<file path="config.mk">
export PLATFORM = sky130hd
export DESIGN_NAME = journal_transaction_tracker
export DESIGN_NICKNAME = d
export VERILOG_FILES = /design/src/rtl/jtt_pkg.sv /design/src/rtl/jtt_ram.sv /design/src/rtl/jtt_core.sv /design/src/rtl/journal_transaction_tracker.sv
export SDC_FILE = /design/constraint.sdc
export NUM_CORES = 1
export LEC_CHECK = 0
export ABC_AREA = 1
export BUFFER_PORTS_ARGS = -buffer_cell sky130_fd_sc_hd__buf_2
export CAP_MARGIN = 0
export CORE_MARGIN = 5
export CORE_UTILIZATION = 40
export DETAILED_ROUTE_END_ITERATION = 12
export PLACE_DENSITY_LB_ADDON = 0.1
export SYNTH_ARGS = -nofsm -noshare
export SYNTH_HDL_FRONTEND = slang
export SYNTH_SLANG_ARGS = --single-unit
</file>
<file path="constraint.sdc">
create_clock -name aclk -period 11.94 [get_ports aclk]
set_input_delay 1.791 -clock aclk [delete_from_list [all_inputs] [get_ports aclk]]
set_output_delay 1.791 -clock aclk [all_outputs]
set_load 0.1 [all_outputs]
</file>
<file path="src/rtl/jtt_pkg.sv">
package jtt_pkg;

    localparam int LOG_ENTRIES = 30;
    localparam int IDX_W       = $clog2(LOG_ENTRIES);
    localparam int CNT_W       = $clog2(LOG_ENTRIES + 1);
    localparam int BLK_W       = 32;
    localparam int OPS_W       = 5;
    localparam int HDR_W       = 5;
    localparam int AREA_W      = 11;
    localparam int MOP_W       = 5;
    localparam int CFG_W       = 32;
    localparam int CFG_IDX_W   = 2;
    localparam int TDATA_W     = 80;

    typedef enum logic [1:0] {
        ACT_BEGIN = 2'd0,
        ACT_END   = 2'd1,
        ACT_WRITE = 2'd2
    } action_t;

    typedef enum logic [2:0] {
        ST_OK       = 3'd0,
        ST_WAIT     = 3'd1,
        ST_FULL     = 3'd2,
        ST_NO_OP    = 3'd3,
        ST_BAD_END  = 3'd4
    } status_t;

    typedef enum logic [1:0] {
        CMD_NONE   = 2'd0,
        CMD_COPY   = 2'd1,
        CMD_HEADER = 2'd2
    } cmd_t;

    typedef enum logic [1:0] {
        CFG_LOG_START = 2'd0,
        CFG_LOG_AREA  = 2'd1,
        CFG_MAX_OP    = 2'd2
    } cfg_idx_t;

    typedef enum logic [3:0] {
        S_IDLE,
        S_SCAN_RD,
        S_SCAN_CMP,
        S_APPEND,
        S_EMIT,
        S_CP_RD,
        S_CP_OUT,
        S_HDR
    } state_t;

    typedef struct packed {
        logic [BLK_W-1:0]  log_start;
        logic [AREA_W-1:0] log_area;
        logic [MOP_W-1:0]  max_op;
    } cfg_t;

    typedef struct packed {
        logic              load;
        status_t           status;
        cmd_t              command;
        logic [BLK_W-1:0]  src;
        logic [BLK_W-1:0]  dst;
        logic [HDR_W-1:0]  hdr;
        logic              last;
    } out_req_t;

endpackage

</file>
<file path="src/rtl/jtt_ram.sv">
module jtt_ram #(
    parameter int WIDTH = 32,
    parameter int DEPTH = 30
) (
    input  logic                     aclk,
    input  logic                     we,
    input  logic [$clog2(DEPTH)-1:0] waddr,
    input  logic [WIDTH-1:0]         wdata,
    input  logic [$clog2(DEPTH)-1:0] raddr,
    output logic [WIDTH-1:0]         rdata
);

    logic [WIDTH-1:0] mem_reg [DEPTH];
    logic [WIDTH-1:0] rdata_reg;

    always_ff @(posedge aclk) begin
        if (we) begin
            mem_reg[waddr] <= wdata;
        end
        rdata_reg <= mem_reg[raddr];
    end

    assign rdata = rdata_reg;

endmodule

</file>
<file path="src/rtl/jtt_core.sv">
module jtt_core (
    input  logic                         aclk,
    input  logic                         aresetn,
    input  logic                         in_valid,
    output logic                         in_ready,
    input  logic [1:0]                   in_action,
    input  logic [jtt_pkg::BLK_W-1:0]    in_block,
    input  jtt_pkg::cfg_t                cfg,
    input  logic                         out_free,
    output jtt_pkg::out_req_t            out_req
);

    jtt_pkg::state_t                state_reg, state_next;
    logic [jtt_pkg::CNT_W-1:0]      idx_reg, idx_next;
    logic [jtt_pkg::CNT_W-1:0]      cnt_reg, cnt_next;
    logic [jtt_pkg::OPS_W-1:0]      open_reg, open_next;
    logic                           phase_reg, phase_next;
    logic [jtt_pkg::BLK_W-1:0]      blk_reg, blk_next;
    jtt_pkg::status_t               stat_reg, stat_next;

    logic                           ram_we;
    logic [jtt_pkg::BLK_W-1:0]      ram_rdata;
    logic [jtt_pkg::AREA_W-1:0]     need;
    logic                           log_full;
    logic                           scan_last;
    logic [jtt_pkg::BLK_W-1:0]      slot_blk;

    jtt_ram #(
        .WIDTH (jtt_pkg::BLK_W),
        .DEPTH (jtt_pkg::LOG_ENTRIES)
    ) u_table (
        .aclk  (aclk),
        .we    (ram_we),
        .waddr (cnt_reg[jtt_pkg::IDX_W-1:0]),
        .wdata (blk_reg),
        .raddr (idx_reg[jtt_pkg::IDX_W-1:0]),
        .rdata (ram_rdata)
    );

    assign need = jtt_pkg::AREA_W'(cnt_reg)
                + jtt_pkg::AREA_W'(jtt_pkg::AREA_W'(open_reg) + 1'b1)
                * jtt_pkg::AREA_W'(cfg.max_op);
    assign log_full = (cnt_reg >= jtt_pkg::CNT_W'(jtt_pkg::LOG_ENTRIES))
                   || (jtt_pkg::AREA_W'(cnt_reg) + 1'b1 >= cfg.log_area);
    assign scan_last = (idx_reg + 1'b1 == cnt_reg);
    assign slot_blk  = cfg.log_start + jtt_pkg::BLK_W'(idx_reg) + 1'b1;
    assign in_ready  = (state_reg == jtt_pkg::S_IDLE);

    always_ff @(posedge aclk) begin
        if (!aresetn) begin
            state_reg <= jtt_pkg::S_IDLE;
            cnt_reg   <= '0;
            open_reg  <= '0;
            idx_reg   <= '0;
            phase_reg <= 1'b0;
        end else begin
            state_reg <= state_next;
            cnt_reg   <= cnt_next;
            open_reg  <= open_next;
            idx_reg   <= idx_next;
            phase_reg <= phase_next;
        end
    end

    always_ff @(posedge aclk) begin
        blk_reg  <= blk_next;
        stat_reg <= stat_next;
    end

    // next state
    always_comb begin
        state_next = state_reg;
        case (state_reg)
            jtt_pkg::S_IDLE: begin
                if (in_valid) begin
                    case (jtt_pkg::action_t'(in_action))
                        jtt_pkg::ACT_BEGIN: state_next = jtt_pkg::S_EMIT;
                        jtt_pkg::ACT_END: begin
                            if (open_reg == jtt_pkg::OPS_W'(1) && cnt_reg != '0)
                                state_next = jtt_pkg::S_CP_RD;
                            else
                                state_next = jtt_pkg::S_EMIT;
                        end
                        jtt_pkg::ACT_WRITE: begin
                            if (log_full || open_reg == '0)
                                state_next = jtt_pkg::S_EMIT;
                            else if (cnt_reg == '0)
                                state_next = jtt_pkg::S_APPEND;
                            else
                                state_next = jtt_pkg::S_SCAN_RD;
                        end
                        default: state_next = jtt_pkg::S_IDLE;
                    endcase
                end
            end
            jtt_pkg::S_SCAN_RD: state_next = jtt_pkg::S_SCAN_CMP;
            jtt_pkg::S_SCAN_CMP: begin
                if (ram_rdata == blk_reg)
                    state_next = jtt_pkg::S_EMIT;
                else if (scan_last)
                    state_next = jtt_pkg::S_APPEND;
                else
                    state_next = jtt_pkg::S_SCAN_RD;
            end
            jtt_pkg::S_APPEND: state_next = jtt_pkg::S_EMIT;
            jtt_pkg::S_EMIT: begin
                if (out_free)
                    state_next = jtt_pkg::S_IDLE;
            end
            jtt_pkg::S_CP_RD: state_next = jtt_pkg::S_CP_OUT;
            jtt_pkg::S_CP_OUT: begin
                if (out_free)
                    state_next = scan_last ? jtt_pkg::S_HDR : jtt_pkg::S_CP_RD;
            end
            jtt_pkg::S_HDR: begin
                if (out_free)
                    state_next = phase_reg ? jtt_pkg::S_IDLE : jtt_pkg::S_CP_RD;
            end
            default: state_next = jtt_pkg::S_IDLE;
        endcase
    end

    // datapath and outputs
    always_comb begin
        cnt_next   = cnt_reg;
        open_next  = open_reg;
        idx_next   = idx_reg;
        phase_next = phase_reg;
        blk_next   = blk_reg;
        stat_next  = stat_reg;
        ram_we     = 1'b0;
        out_req    = '0;
        case (state_reg)
            jtt_pkg::S_IDLE: begin
                if (in_valid) begin
                    blk_next   = in_block;
                    idx_next   = '0;
                    phase_next = 1'b0;
                    stat_next  = jtt_pkg::ST_OK;
                    case (jtt_pkg::action_t'(in_action))
                        jtt_pkg::ACT_BEGIN: begin
                            if (open_reg == '1
                                || need > jtt_pkg::AREA_W'(jtt_pkg::LOG_ENTRIES))
                                stat_next = jtt_pkg::ST_WAIT;
                            else
                                open_next = open_reg + 1'b1;
                        end
                        jtt_pkg::ACT_END: begin
                            if (open_reg == '0)
                                stat_next = jtt_pkg::ST_BAD_END;
                            else
                                open_next = open_reg - 1'b1;
                        end
                        jtt_pkg::ACT_WRITE: begin
                            if (log_full)
                                stat_next = jtt_pkg::ST_FULL;
                            else if (open_reg == '0)
                                stat_next = jtt_pkg::ST_NO_OP;
                        end
                        default: stat_next = jtt_pkg::ST_OK;
                    endcase
                end
            end
            jtt_pkg::S_SCAN_CMP: begin
                if (ram_rdata != blk_reg)
                    idx_next = idx_reg + 1'b1;
            end
            jtt_pkg::S_APPEND: begin
                ram_we   = 1'b1;
                cnt_next = cnt_reg + 1'b1;
            end
            jtt_pkg::S_EMIT: begin
                out_req.load   = out_free;
                out_req.status = stat_reg;
                out_req.last   = 1'b1;
            end
            jtt_pkg::S_CP_OUT: begin
                out_req.load    = out_free;
                out_req.command = jtt_pkg::CMD_COPY;
                out_req.src     = phase_reg ? slot_blk : ram_rdata;
                out_req.dst     = phase_reg ? ram_rdata : slot_blk;
                if (out_free)
                    idx_next = idx_reg + 1'b1;
            end
            jtt_pkg::S_HDR: begin
                out_req.load    = out_free;
                out_req.command = jtt_pkg::CMD_HEADER;
                out_req.dst     = cfg.log_start;
                out_req.hdr     = phase_reg ? '0 : jtt_pkg::HDR_W'(cnt_reg);
                out_req.last    = phase_reg;
                if (out_free) begin
                    if (phase_reg) begin
                        cnt_next = '0;
                    end else begin
                        phase_next = 1'b1;
                        idx_next   = '0;
                    end
                end
            end
            default: begin
                out_req = '0;
            end
        endcase
    end

endmodule

</file>
<file path="src/rtl/journal_transaction_tracker.sv">
// Begin, non-committing end and rejected requests: one result each, issued from S_EMIT.
// Block write: table scan (S_SCAN_RD, S_SCAN_CMP), append if no match, then one result.
// Commit of n entries: 2*n+2 results, one table read per copy.
// s_tready is high only while no request is in work; one request at a time.
// aresetn (synchronous) clears counts and loads register defaults 0, 31, 10;
// the block table needs no clearing.
module journal_transaction_tracker (
    input  logic                            aclk,
    input  logic                            aresetn,
    input  logic                            s_tvalid,
    output logic                            s_tready,
    input  logic [31:0]                     s_tdata,   // block_number
    input  logic [1:0]                      s_tuser,   // action
    output logic                            m_tvalid,
    input  logic                            m_tready,
    output logic [jtt_pkg::TDATA_W-1:0]     m_tdata,   // status, command, source_block,
                                                       // dest_block, header_count, pad
    output logic                            m_tlast,
    input  logic                            cfg_we,
    input  logic [jtt_pkg::CFG_IDX_W-1:0]   cfg_index,
    input  logic [jtt_pkg::CFG_W-1:0]       cfg_data
);

    jtt_pkg::cfg_t                  cfg_reg, cfg_next;
    jtt_pkg::out_req_t              out_req;
    logic                           out_valid_reg, out_valid_next;
    jtt_pkg::out_req_t              out_data_reg;
    logic                           out_free;

    assign out_free = !out_valid_reg || m_tready;

    jtt_core u_core (
        .aclk      (aclk),
        .aresetn   (aresetn),
        .in_valid  (s_tvalid),
        .in_ready  (s_tready),
        .in_action (s_tuser),
        .in_block  (s_tdata),
        .cfg       (cfg_reg),
        .out_free  (out_free),
        .out_req   (out_req)
    );

    always_comb begin
        cfg_next = cfg_reg;
        if (cfg_we) begin
            case (jtt_pkg::cfg_idx_t'(cfg_index))
                jtt_pkg::CFG_LOG_START: cfg_next.log_start = cfg_data;
                jtt_pkg::CFG_LOG_AREA:  cfg_next.log_area  = cfg_data[jtt_pkg::AREA_W-1:0];
                jtt_pkg::CFG_MAX_OP:    cfg_next.max_op    = cfg_data[jtt_pkg::MOP_W-1:0];
                default:                cfg_next = cfg_reg;
            endcase
        end
    end

    always_comb begin
        if (out_req.load)
            out_valid_next = 1'b1;
        else if (m_tready)
            out_valid_next = 1'b0;
        else
            out_valid_next = out_valid_reg;
    end

    always_ff @(posedge aclk) begin
        if (!aresetn) begin
            cfg_reg.log_start <= '0;
            cfg_reg.log_area  <= jtt_pkg::AREA_W'(31);
            cfg_reg.max_op    <= jtt_pkg::MOP_W'(10);
            out_valid_reg     <= 1'b0;
        end else begin
            cfg_reg           <= cfg_next;
            out_valid_reg     <= out_valid_next;
        end
    end

    always_ff @(posedge aclk) begin
        if (out_req.load) begin
            out_data_reg <= out_req;
        end
    end

    assign m_tvalid = out_valid_reg;
    assign m_tlast  = out_data_reg.last;
    assign m_tdata  = {6'b0, out_data_reg.hdr, out_data_reg.dst, out_data_reg.src,
                       out_data_reg.command, out_data_reg.status};

endmodule
</file>
==> impl_metrics.env <==
export IMPL_yosysWarnings=0
export IMPL_htree_levels=4
export IMPL_clk_latency_ns=0.74
export IMPL_ant_nets=0
export IMPL_slew_viol_final=0
export IMPL_synth_seq_area_share_pct=70.0
export IMPL_vias=33000
export IMPL_async_reset_ff_share_pct=0
export IMPL_grt_pass1_vias=31600
export IMPL_ff_latch_area_um2=34200
export IMPL_fmax_mhz=212
export IMPL_period_minus_slack_ns=4.71
export IMPL_row_count=128
export IMPL_nets=4392
export IMPL_cellPowerDensity_nw_per_um2=190
export IMPL_grt_pass1_wl_mm=221
export IMPL_arrival_ns=5.33
export IMPL_antenna_found_initial=1
export IMPL_cts_root_buf="clkbuf_16"
export IMPL_die_h_um=359
export IMPL_cp_end_kind="flip-flop"
export IMPL_timing_slew_headroom_pct=20.5
export IMPL_overflow=0
export IMPL_core_area_um2=121000
export IMPL_synth_seq_cells=1170
export IMPL_clock_path_buffers=3
export IMPL_dr_pass1_iters=5
export IMPL_critPathMaxFanout=7
export IMPL_finalSetupTns_ns=0
export IMPL_grt_max_degree=184
export IMPL_skew_ns=0.0351
export IMPL_fp_dieW_um=359
export IMPL_die_area_um2=129000
export IMPL_ctsResizeCount=0
export IMPL_worstSetupPathType="flip-flop to flip-flop"
export IMPL_drive_gt1_share_pct=11.2
export IMPL_hpwl_mm=82.5
export IMPL_cp_start_kind="flip-flop"
export IMPL_setup_viol=0
export IMPL_postSynthCellCount=4130
export IMPL_status="complete, no violations"
export IMPL_worstHoldPathCells=2
export IMPL_irDropWorstVdd_v=0.000132
export IMPL_multi_input_area_um2=12900
export IMPL_grt_use_total_pct=23.0
export IMPL_clk_pin_slew_worst_paths_ns=0.06
export IMPL_syn_area_per_cell_um2=11.8
export IMPL_required_ns=12.56
export IMPL_start_util_pct=40.2
export IMPL_hold_path_class="flip-flop to flip-flop"
export IMPL_hold_viol=0
export IMPL_worstMarginPinSlew_ns=1.19
export IMPL_post_cts_buffers=0
export IMPL_cpMaxStageDelayCell="fa_1"
export IMPL_r2r_setup_slack_ns=7.23
export IMPL_syn_cell_area_um2=48700
export IMPL_period_share_pct=39.4
export IMPL_cts_sink_count=1170
export IMPL_globalplace_congestion=0.852
export IMPL_wirelength_mm=151
export IMPL_instances_no_fill=5987
export IMPL_cts_hold_buffers=0
export IMPL_cpPeakStageDelay_ns=0.51
export IMPL_ff2ff_path_depth=23
export IMPL_synth_cell_types=53
export IMPL_critPathBufInv=3
export IMPL_synth_edf_count=1070
export IMPL_total_power_mw=10.6
export IMPL_area_delta_synth_final_pct=14.3
export IMPL_cts_tree="built"
export IMPL_rsz0062_at_grt="no"
export IMPL_p_leak_nw=19.5
export IMPL_crit_family="adder cells"
export IMPL_nFillCells=11300
export IMPL_path_cells="inv_1 > nor3_1 > or2_2 > nand2_1 > inv_1 > nand2_1 > fa_1 > fa_1 > fa_1 > inv_1 > ha_1 > a21oi_1 > nand2_1 > nand2_1 > nand2_1 > nand2_1 > nand2_1 > nor2_1 > nand3_1 > nand2_1 > nand2_1 > o21ai_0 > nor2_1"
export IMPL_cts_made_buffers=132
export IMPL_path_depth=23
export IMPL_timing_critical_path_mode_cell="nand2_1"
export IMPL_hold_worst_slack_ns=0.468
export IMPL_synth_ff_type="edfxtp_1"
export IMPL_port_buffers=149
export IMPL_dp_cells=5752
export IMPL_largest_reg_flops=960
export IMPL_maxCapViolations=0
export IMPL_drc=0
export IMPL_viasPerCell=5.52
export IMPL_avgRoutedWirePerCell_um=25.3
export IMPL_first_iter_violations=3006
export IMPL_ios=156
## synthesized netlist by cell type, types with 9 or more instances
| cell type | n | area (um2) |
|---|---|---|
| a21oi_1 | 146 | 731 |
| a221oi_1 | 12 | 105 |
| a31oi_1 | 20 | 125 |
| a32o_1 | 9 | 90.1 |
| buf_1 | 15 | 56.3 |
| buf_2 | 78 | 390 |
| buf_4 | 10 | 75.1 |
| clkbuf_1 | 145 | 544 |
| dfxtp_1 | 100 | 2000 |
| edfxtp_1 | 1070 | 32100 |
| fa_1 | 18 | 360 |
| ha_1 | 40 | 500 |
| inv_1 | 217 | 815 |
| nand2_1 | 485 | 1820 |
| nand3_1 | 120 | 601 |
| nand4_1 | 15 | 93.8 |
| nor2_1 | 635 | 2380 |
| nor3_1 | 21 | 105 |
| o211ai_1 | 41 | 308 |
| o21ai_0 | 593 | 2970 |
| o21ai_1 | 32 | 160 |
| o221ai_1 | 110 | 963 |
| o22ai_1 | 89 | 557 |
| or2_0 | 12 | 75.1 |
| xnor2_1 | 14 | 123 |
| xor2_1 | 23 | 201 |
## cell type report
cell class,instances,area share [%]
multi-input combinational,2485,23.2
tap,1625,3.65
antenna,1,0.00449
clock inverter,42,0.705
clock buffer,192,6.86
sequential,1170,61.3
timing repair buffer,243,2.70
inverter,229,1.57
## routing by layer
metal	up-vias	share of wire [%]	GRT usage (%)	routed length (um)
met5	-	0	0	0
met4	0	2.5	6.98	3850
met3	225	5.7	3.70	8620
met2	1062	48	37.7	72100
met1	16600	44	31.6	66800
li1	15100	-	-	-
## cell families after synthesis
| group | Yosys count | share of synthesized area, % |
|---|---|---|
| adders and majority gates | 58 | 1.77 |
| AOI/OAI and AO/OA | 1073 | 12.7 |
| DFF | 1170 | 70.0 |
| and+or+nand+nor | 1311 | 10.8 |
| other | 1 | 0.00769 |
| xor gates and xnor gates | 37 | 0.665 |
| buffers and inverters | 480 | 4.01 |
## path summary, 6_finish.rpt
check                                                     start                         endpoint
worst max-delay path            u_core.open_reg[0]$_SDFFE_PN0P_  u_core.open_reg[4]$_SDFFE_PN0P_
worst min-delay path                   cfg_reg[14]$_SDFFE_PN0P_         cfg_reg[14]$_SDFFE_PN0P_
worst max register to register  u_core.open_reg[0]$_SDFFE_PN0P_  u_core.open_reg[4]$_SDFFE_PN0P_
worst min register to register         cfg_reg[14]$_SDFFE_PN0P_         cfg_reg[14]$_SDFFE_PN0P_
## stage by stage
stage | util (%) | setup slack (ns) | instance area (um2)
after floorplan | - | 6.42 | 48800
after global placement | 42.4 | 7.20 | 51500
after detailed placement | 42.4 | 7.21 | 51500
after CTS | 45.9 | 7.20 | 55700
after global routing | 45.9 | 6.69 | 55700
final | 45.9 | 7.23 | 55700
## power by group
part / total (mW) / switching [mW] / internal (mW)
logic: 1.74 / 1.32 / 0.427
clock network: 3.98 / 1.62 / 2.36
registers: 4.85 / 0.197 / 4.65
## worst register-to-register path, stage by stage, from the launching register on
cell	delay (ns)
dfxtp_1	0.45
inv_1	0.16
nor3_1	0.26
or2_2	0.15
nand2_1	0.07
inv_1	0.13
nand2_1	0.08
fa_1	0.47
fa_1	0.51
fa_1	0.49
inv_1	0.04
ha_1	0.32
a21oi_1	0.25
nand2_1	0.12
nand2_1	0.09
nand2_1	0.05
nand2_1	0.06
nand2_1	0.04
nor2_1	0.07
nand3_1	0.09
nand2_1	0.25
nand2_1	0.19
o21ai_0	0.18
nor2_1	0.05
## layout by cell type (no fill, tap or decap), types with 21 or more instances in the layout
master,count
a21oi_1,146
buf_2,149
buf_4,90
clkbuf_1,40
clkbuf_16,140
dfxtp_1,94
edfxtp_1,1070
ha_1,40
inv_1,215
nand2_1,485
nand3_1,120
nor2_1,602
nor2_4,33
nor3_1,21
o211ai_1,41
o21ai_0,593
o21ai_1,32
o221ai_1,110
o22ai_1,89
xor2_1,23
Note: power is estimated with default switching activity, not from simulation.
